**config.mk**
```make
export PLATFORM = sky130hd
export DESIGN_NAME = euclidean_gcd_top_flat
export DESIGN_NICKNAME = d
export VERILOG_FILES = /design/src/rtl/egcd_pkg.sv /design/src/rtl/egcd_in_if.sv /design/src/rtl/egcd_out_if.sv /design/src/rtl/euclidean_gcd_top.sv /design/src/rtl/egcd_dp.sv /design/src/rtl/egcd_ctrl.sv /design/src/flat_wrapper.sv
export SDC_FILE = /design/constraint.sdc
export NUM_CORES = 1
export LEC_CHECK = 0
export ABC_CLOCK_PERIOD_IN_PS = 5700
export BUFFER_PORTS_ARGS = -buffer_cell sky130_fd_sc_hd__buf_2
export CAP_MARGIN = 20
export CORE_ASPECT_RATIO = 1.1
export CORE_MARGIN = 4
export CORE_UTILIZATION = 60
export CTS_CLUSTER_SIZE = 40
export DETAILED_ROUTE_END_ITERATION = 6
export GPL_ROUTABILITY_DRIVEN = 0
export HOLD_SLACK_MARGIN = 0.03
export PLACE_DENSITY = 0.81
export SYNTH_ARGS = -nofsm -noshare
export SYNTH_HDL_FRONTEND = slang
export SYNTH_SLANG_ARGS = --single-unit
```
**constraint.sdc**
```tcl
create_clock -name i_clk -period 5.7 [get_ports i_clk]
set_input_delay 0.285 -clock i_clk [delete_from_list [all_inputs] [get_ports i_clk]]
set_output_delay 0.285 -clock i_clk [all_outputs]
set_load 0.05 [all_outputs]
```
**src/rtl/egcd_pkg.sv**
```systemverilog
// ----------------------------------------------------------------------------
// egcd_pkg
// shared width constants and control/status types for the gcd block
// ----------------------------------------------------------------------------
package egcd_pkg;

    localparam int DATA_WIDTH  = 31;
    localparam int SHIFT_WIDTH = $clog2(DATA_WIDTH);

    typedef logic [DATA_WIDTH-1:0]  t_data;
    typedef logic [SHIFT_WIDTH-1:0] t_shift;

    // commands from controller to datapath
    typedef struct packed {
        logic load;
        logic step;
        logic capture;
    } t_cmd;

    // status from datapath to controller
    typedef struct packed {
        logic done;
    } t_sts;

endpackage

```
**src/rtl/egcd_in_if.sv**
```systemverilog
// ----------------------------------------------------------------------------
// egcd_in_if
// operand channel: valid/ready handshake with two operands
// ----------------------------------------------------------------------------
interface egcd_in_if;

    logic                valid;
    logic                ready;
    egcd_pkg::t_data     first_operand;
    egcd_pkg::t_data     second_operand;

    modport source (output valid, output first_operand, output second_operand, input ready);
    modport sink   (input valid, input first_operand, input second_operand, output ready);

endinterface

```
**src/rtl/egcd_out_if.sv**
```systemverilog
// ----------------------------------------------------------------------------
// egcd_out_if
// result channel: valid/ready handshake with the divisor
// ----------------------------------------------------------------------------
interface egcd_out_if;

    logic                valid;
    logic                ready;
    egcd_pkg::t_data     divisor;

    modport source (output valid, output divisor, input ready);
    modport sink   (input valid, input divisor, output ready);

endinterface

```
**src/rtl/euclidean_gcd_top.sv**
```systemverilog
// ----------------------------------------------------------------------------
// euclidean_gcd_top
// greatest common divisor of two unsigned operands (binary gcd)
//
//   channel  dir  modport  payload
//   i_in     in   sink     first_operand, second_operand
//   o_out    out  source   divisor
//
// one item at a time: the operands are loaded, then the datapath steps until
// an operand is zero (each step drops at least one operand bit), then the result
// is captured. each step uses the single subtract-and-shift unit in egcd_dp.
// the result sits in an output register, so the next item is taken while it
// waits; a stalled output only holds the finished item before capture.
// reset is synchronous, active low, and clears the controller only.
// ----------------------------------------------------------------------------
module euclidean_gcd_top (
    input  logic       i_clk,
    input  logic       i_rst_n,
    egcd_in_if.sink    i_in,
    egcd_out_if.source o_out
);

    egcd_pkg::t_cmd w_cmd;
    egcd_pkg::t_sts w_sts;

    egcd_dp u_dp (
        .i_clk            (i_clk),
        .i_cmd            (w_cmd),
        .i_first_operand  (i_in.first_operand),
        .i_second_operand (i_in.second_operand),
        .o_sts            (w_sts),
        .o_divisor        (o_out.divisor)
    );

    egcd_ctrl u_ctrl (
        .i_clk       (i_clk),
        .i_rst_n     (i_rst_n),
        .i_in_valid  (i_in.valid),
        .o_in_ready  (i_in.ready),
        .o_out_valid (o_out.valid),
        .i_out_ready (o_out.ready),
        .i_sts       (w_sts),
        .o_cmd       (w_cmd)
    );

endmodule

```
**src/rtl/egcd_dp.sv**
```systemverilog
// ----------------------------------------------------------------------------
// egcd_dp
// binary gcd datapath: operand registers, common power-of-two count and
// result register
// ----------------------------------------------------------------------------
module egcd_dp (
    input  logic             i_clk,
    input  egcd_pkg::t_cmd   i_cmd,
    input  egcd_pkg::t_data  i_first_operand,
    input  egcd_pkg::t_data  i_second_operand,
    output egcd_pkg::t_sts   o_sts,
    output egcd_pkg::t_data  o_divisor
);

    egcd_pkg::t_data  r_a, n_a;
    egcd_pkg::t_data  r_b, n_b;
    egcd_pkg::t_shift r_k, n_k;
    egcd_pkg::t_data  r_div;
    egcd_pkg::t_data  w_diff;
    egcd_pkg::t_data  w_odd_part;
    logic             w_a_ge_b;

    assign w_a_ge_b = (r_a >= r_b);
    assign w_diff   = w_a_ge_b ? (r_a - r_b) : (r_b - r_a);

    // done once either operand reaches zero
    assign o_sts.done = (r_a == '0) || (r_b == '0);
    assign w_odd_part = (r_a == '0) ? r_b : r_a;
    assign o_divisor  = r_div;

    always_comb begin
        n_a = r_a;
        n_b = r_b;
        n_k = r_k;
        if (i_cmd.load) begin
            n_a = i_first_operand;
            n_b = i_second_operand;
            n_k = '0;
        end else if (i_cmd.step) begin
            if (!r_a[0] && !r_b[0]) begin
                // common factor of two
                n_a = r_a >> 1;
                n_b = r_b >> 1;
                n_k = r_k + 1'b1;
            end else if (!r_a[0]) begin
                n_a = r_a >> 1;
            end else if (!r_b[0]) begin
                n_b = r_b >> 1;
            end else if (w_a_ge_b) begin
                // both odd: difference is even
                n_a = w_diff >> 1;
            end else begin
                n_b = w_diff >> 1;
            end
        end
    end

    always_ff @(posedge i_clk) begin
        r_a <= n_a;
        r_b <= n_b;
        r_k <= n_k;
        if (i_cmd.capture) begin
            r_div <= w_odd_part << r_k;
        end
    end

endmodule

```
**src/rtl/egcd_ctrl.sv**
```systemverilog
// ----------------------------------------------------------------------------
// egcd_ctrl
// controller: accepts operands, steps the datapath until done, hands the
// result to the output register
// ----------------------------------------------------------------------------
module egcd_ctrl (
    input  logic            i_clk,
    input  logic            i_rst_n,
    input  logic            i_in_valid,
    output logic            o_in_ready,
    output logic            o_out_valid,
    input  logic            i_out_ready,
    input  egcd_pkg::t_sts  i_sts,
    output egcd_pkg::t_cmd  o_cmd
);

    typedef enum logic {
        ST_IDLE,
        ST_RUN
    } t_state;

    t_state r_state;
    logic   r_out_valid;
    logic   w_out_free;

    assign o_in_ready  = (r_state == ST_IDLE);
    assign o_out_valid = r_out_valid;
    assign w_out_free  = !r_out_valid || i_out_ready;

    always_comb begin
        o_cmd.load    = (r_state == ST_IDLE) && i_in_valid;
        o_cmd.step    = (r_state == ST_RUN) && !i_sts.done;
        o_cmd.capture = (r_state == ST_RUN) && i_sts.done && w_out_free;
    end

    always_ff @(posedge i_clk) begin
        if (!i_rst_n) begin
            r_state     <= ST_IDLE;
            r_out_valid <= 1'b0;
        end else begin
            case (r_state)
                ST_IDLE: begin
                    if (i_in_valid) begin
                        r_state <= ST_RUN;
                    end
                end
                ST_RUN: begin
                    if (o_cmd.capture) begin
                        r_state <= ST_IDLE;
                    end
                end
                default: begin
                    r_state <= ST_IDLE;
                end
            endcase
            if (o_cmd.capture) begin
                r_out_valid <= 1'b1;
            end else if (i_out_ready) begin
                r_out_valid <= 1'b0;
            end
        end
    end

endmodule

```
**src/flat_wrapper.sv**
```systemverilog
// flat-port wrapper written by rule: the top's interface ports become plain ports
module euclidean_gcd_top_flat 
  (i_clk, i_rst_n, i_in_valid, i_in_first_operand, i_in_second_operand, i_in_ready, o_out_valid, o_out_divisor, o_out_ready);
  egcd_in_if i_in_i ();
  egcd_out_if o_out_i ();
  input  logic i_clk;
  input  logic i_rst_n;
  input wire logic [$bits(i_in_i.valid)-1:0] i_in_valid;
  input wire logic [$bits(i_in_i.first_operand)-1:0] i_in_first_operand;
  input wire logic [$bits(i_in_i.second_operand)-1:0] i_in_second_operand;
  output wire logic [$bits(i_in_i.ready)-1:0] i_in_ready;
  output wire logic [$bits(o_out_i.valid)-1:0] o_out_valid;
  output wire logic [$bits(o_out_i.divisor)-1:0] o_out_divisor;
  input wire logic [$bits(o_out_i.ready)-1:0] o_out_ready;
  assign i_in_i.valid = i_in_valid;
  assign i_in_i.first_operand = i_in_first_operand;
  assign i_in_i.second_operand = i_in_second_operand;
  assign i_in_ready = i_in_i.ready;
  assign o_out_valid = o_out_i.valid;
  assign o_out_divisor = o_out_i.divisor;
  assign o_out_i.ready = o_out_ready;
  euclidean_gcd_top u_core (.i_clk(i_clk), .i_rst_n(i_rst_n), .i_in(i_in_i), .o_out(o_out_i));
endmodule
```
Word level (Yosys, flattened, before mapping)
Index checks and enable logic that the tools add are counted.

operators by class
  add/sub/neg operators = 3
  magnitude comparators = 1
  equality and inequality tests = 3
  shift operators = 1
  muxes and demuxes = 19
  bitwise gates (word level) = 1
  reduce and logical (&&, ||, !) cells = 20

operator list
  operator                                        number
  two-way mux 31 bit                              14
  logical NOT 31 bit                              2
  subtractor 31 bit                               2
  greater-or-equal comparator 31 bit              1
  left shift 31 x 5 -> 31 bit                     1
  != test 4 x 2 -> 1 bit (second input constant)  2
  AND reduction 3 bit                             2
  adder 5 x 1 -> 5 bit (second input constant)    1
  logical AND 1 bit                               5
  logical NOT 1 bit                               4
  two-way mux 1 bit                               4
  != test 4 x 3 -> 1 bit (second input constant)  1
  AND reduction 2 bit                             2
  nonzero test 2 bit                              2
  nonzero test 3 bit                              1
  logical OR 1 bit                                2
  case mux 1 bit (2 select lines)                 1
  inverter 1 bit                                  1

storage, ports and cells
  bits in registers = 100
  bits of input ports = 66
  output and inout bits = 33
  word-level logic and storage cells = 56

Longest topological paths before layout
  depth after elaboration = 8
  mapped depth = 13
  gate-level depth less buffers = 12

Cells and area by module
A second synthesis with hierarchy kept.

unflattened totals
  cells, all modules = 1126
  area total of the unflattened synthesis = 9835.7 um2

by module, submodules not included
  module     instances  cells an instance  area an instance (um2)  seq. area each (um2)
  egcd_dp    1          1115               9735.6                  2892.8
  egcd_ctrl  1          11                 100.1                   40.0

Worst setup path before layout
OpenSTA, ideal clock, no wires.

  path kind = register -> register
  start = register u_core.u_dp.r_a[0]
  end = register u_core.u_dp.r_a[10] (enable)
  setup time = 459 ps
  data arrival time = 4167 ps
  required time = 5241 ps
  path slack = 1074 ps
  stages on the path, launching flop included = 12
  path buffers = 0
  period minus slack after synthesis = 4626 ps
  path through = edfxtp_1 -> inv_1 -> ha_1 -> nand4b_1 -> nor4_1 -> a31oi_1 -> and3_1 -> a21oi_2 -> a21oi_1 -> nor2_1 -> nor2_1 -> o21ai_0

on the way
  cells in the longest elaborated chain, start to end = 6
  elaborated cells on any way between the ends = 11
  those cells by class = order compare (1); eq/ne (2); reduce/logical (8)

RTL lines
  element                                                                     RTL line       RTL
  start, declared                                                             egcd_dp.sv:15  egcd_pkg::t_data r_a, n_a;
  start signal, assigned                                                      egcd_dp.sv:59  r_a <= n_a;
  branches (longest 5 deep; another with greater-or-equal comparator 31 bit)  --
  AND reduction 3 bit (no source line) *                                      --

Every way passes the cells marked *.
A chain may end at the register's enable or synchronous reset.

Final worst setup path
  start = register u_core.u_dp.r_a[6]
  end = register u_core.u_dp.r_b[21] (enable)

on the way
  cells in the longest elaborated chain, start to end = 6
  elaborated cells on any way between the ends = 8
  those cells by class = order compare (1); eq/ne (1); reduce/logical (6)

RTL lines
  element                                                                     RTL line       RTL
  branches (longest 5 deep; another with greater-or-equal comparator 31 bit)  --
  AND reduction 3 bit (no source line) *                                      --
  end signal, assigned                                                        egcd_dp.sv:60  r_b <= n_b;
  end, declared                                                               egcd_dp.sv:16  egcd_pkg::t_data r_b, n_b;

Marked as above.

==> summary.md <==
| Metric | Value |
|---|---|
| Share of cells above drive strength 1 | `14.42%` |
| Row count | `48` |
| Most frequent cells in the layout | `147 x nor2_1, 103 x a21oi_1, 98 x buf_2` |
| Sequential area share after synthesis | `29.87%` |
| Nets | `1328` |
| Overall Global Routing Usage | `32.32%` |
| CP required | `5.73 ns` |
| Initial core utilization | `61.93%` |
| Hold Crit Start | `i_rst_n` |
| Clock Path Buffers | `2` |
| CTS tree | `done` |
| Mapped Avg Cell Area | `8.509 µm²` |
| Yosys warning total | `0` |
| Syn Nets | `1287` |
| Post-route DRC | `0` |
| Post-CTS sizing | `0` |
| Ys async rst share | `0%` |
| Post-layout minimum cycle time | `4.176 ns` |
| Worst reg2reg setup slack | `1.52 ns` |
| Largest stage delay, worst path | `0.57 ns` |
| CP endpoint | `u_core.u_dp.r_b[21]` |
| DR WL met2 | `13820 µm` |
| Chip height | `142.2 µm` |
| Core area | `0.01586 mm²` |
| Area grow syn2layout | `8.091%` |
| N_diodes | `0` |
| Status | `finished, final reports clean` |
| Setup TNS | `0 ns` |
| Worst-path fanout max | `22` |
| Fmax | `239.5 MHz` |
| Synth Flop Type | `edfxtp_1` |
| Post-Layout Cell Count | `1400` |
| Fillers | `1358` |
| Clock slew at reported path FFs | `0.08 ns` |
| P_leak | `4.331 nW` |
| Worst-margin pin slew | `1.057 ns` |
| WP data arrival | `4.20 ns` |
| # Post-CTS Setup Buffers | `0` |
| Vias in the first global route | `8879` |
| M1 WL | `11220 µm` |
| Pin count of the biggest net entering global routing | `64` |
| Hold buffers post-CTS | `0` |
| Total of max-cap violations | `0` |
| Number of synthesized flops with an enable pin | `93` |
| Final ANT Viol Nets | `0` |
| Tcrit/Tclk final | `73.27%` |
| Post-DP HPWL | `22340 µm` |
| Critical-path cell list | `inv_1 -> ha_1 -> a21oi_1 -> nand2_1 -> o21ai_1 -> o21ai_1 -> a211o_1 -> nand2_2 -> o31a_1 -> buf_4` |
| Multi-input gate area | `0.006256 mm²` |
| Initial antenna violation count | `0` |
| Io pins | `99` |
| Worst r2r src | `u_core.u_dp.r_a[6]` |
| Routed length on met3 | `3257 µm` |
| Crit Path Class | `reg2reg` |
| CTS root buffer | `clkbuf_16` |
| DRT Pass-1 Iters | `6` |
| Crit. Startpoint | `u_core.u_dp.r_a[6]` |
| Area of the mapped netlist | `0.009819 mm²` |
| Post-synthesis instance total | `1154` |
| First-pass GRT wire length | `46950 µm` |
| Fin. max-slew vios | `0` |
| GR Overflow Total | `0` |
| CP startpoint kind | `flop` |
| Wire per inst | `21.61 µm` |
| HP Class | `in2reg` |
| Max Used Layer | `met4` |
| CP max stage cell | `o31a_1` |
| Vias | `9579` |
| Area occupied by registers | `0.002934 mm²` |
| Worst r2r path cells | `10` |
| Clk_lat worst skew | `0.36 ns` |
| Setup violators final | `0` |
| FF-to-FF End | `u_core.u_dp.r_b[21]` |
| Commonest non-fill, non-tap cell in the layout | `nor2_1` |
| Synthesized flop and latch total | `100` |
| 1st-iter DRT viols | `1232` |
| RSZ-0062 raised after global routing | `false` |
| Final WL | `30250 µm` |
| Cell variety after synth | `73` |
| CTS sink cnt | `100` |
| Die area | `0.01848 mm²` |
| CP dominant cell by count | `o21ai_1` |
| Htree depth | `3` |
| Pwr dens | `451.7 mW/mm²` |
| # placed instances | `1384` |
| Clock skew | `0.007364 ns` |
| Slew headroom | `29.52%` |
| Worst vdd rail ir drop | `0.2360 mV` |
| Vias/cell | `6.842` |
| Port Buffers | `98` |
| Critical path capture point type | `flop` |
| Hold Violations, Final | `0` |
| Total CTS buffers | `9` |
| Die width | `130.0 µm` |
cell usage after synthesis, drive strengths merged, types with 3 or more instances:
cell	instances	area share, %
a211o	3	0.27
a211oi	13	1.1
a21boi	6	0.46
a21o	26	2.0
a21oi	114	6.2
a221oi	38	3.5
a22o	3	0.27
a22oi	5	0.38
a2bb2oi	3	0.27
a31oi	22	1.4
and2	10	0.64
and3	12	0.76
buf	42	2.3
clkbuf	41	1.6
dfxtp	7	1.4
edfxtp	93	28
ha	65	8.3
inv	70	2.7
mux2	4	0.50
mux2i	61	6.6
mux4	11	2.6
nand2	72	2.8
nand2b	10	0.64
nand3	27	1.4
nand3b	6	0.46
nand4	26	1.7
nor2	148	5.7
nor2b	12	0.76
nor3	9	0.57
nor4	20	1.4
o2111ai	3	0.27
o21a	9	0.69
o21ai	60	3.1
o21bai	9	0.69
o22ai	7	0.45
o31a	3	0.27
o31ai	4	0.31
or3	3	0.19
xnor2	27	2.4
xor2	25	2.2
flip-flops by register name, summed over array words and instances, names as in the netlist:
register	flops
u_core.u_ctrl.r_state	1
u_core.u_dp.r_b	31
u_core.u_dp.o_divisor	31
u_core.u_dp.r_k	5
u_core.u_dp.r_a	31
u_core.u_ctrl.o_out_valid	1
metal layers:
layer,up-vias,global-route usage (%)
met3,172,5.856
met5,-,0
li1,4320,-
met4,0,19.47
met1,4411,40.69
met2,676,51.64
worst min path at each step:
stage,to,cells after the start
6_report,u_core.u_ctrl.o_out_valid,2
3_3_place_gp,u_core.u_ctrl.o_out_valid,2
2_1_floorplan,u_core.u_ctrl.r_state,2
3_5_place_dp,u_core.u_ctrl.o_out_valid,2
5_1_grt,u_core.u_ctrl.o_out_valid,2
4_1_cts,u_core.u_ctrl.o_out_valid,2
logic make-up after synthesis:
| group | Yosys count | synth area share, % |
|---|---|---|
| compound gates | 342 | 22.83 |
| simple gates | 363 | 17.58 |
| mux | 76 | 9.773 |
| fa+ha+maj | 67 | 8.690 |
| buf+inv | 154 | 6.613 |
| xor+xnor | 52 | 4.638 |
| flops | 100 | 29.87 |
cell type report:
type	count	share of cell area [%]
inverters	71	2.511
clock inverters	7	0.5541
flip-flops and latches	100	27.64
repair buffers	113	5.871
clock buffers	9	2.122
multi-input cells	900	58.94
well taps	200	2.358
through the flow:
step                hold WS (ns)  total power [W]  cell area, µm²  setup slack, ns  util [%]
global route              0.1840         0.005057           10610            1.361     66.94
finish                    0.1721         0.004795           10610            1.524     66.94
floorplan                 0.4207         0.003349            9819            1.074         -
global placement          0.4807         0.004000           10300            1.521     64.98
CTS                       0.1727         0.004681           10610            1.615     66.94
detailed placement        0.4869         0.004048           10330            1.687     65.15
report_power, final:
part,switching (W),internal [W]
Sequential,0.000244,0.00101
Clock,0.000311,0.000304
Combinational,0.00182,0.00111
critical path: cells and delay by family (launching register included):
kind | cells | cell delay, ns
AO/OA/AOI/OAI | 5 | 1.84
flip-flops | 1 | 0.48
buffers and inverters | 2 | 0.52
AND/OR/NAND/NOR | 2 | 0.53
adder cells (fa/ha/maj) | 1 | 0.44
No activity file was read; power rests on OpenSTA's default activity.
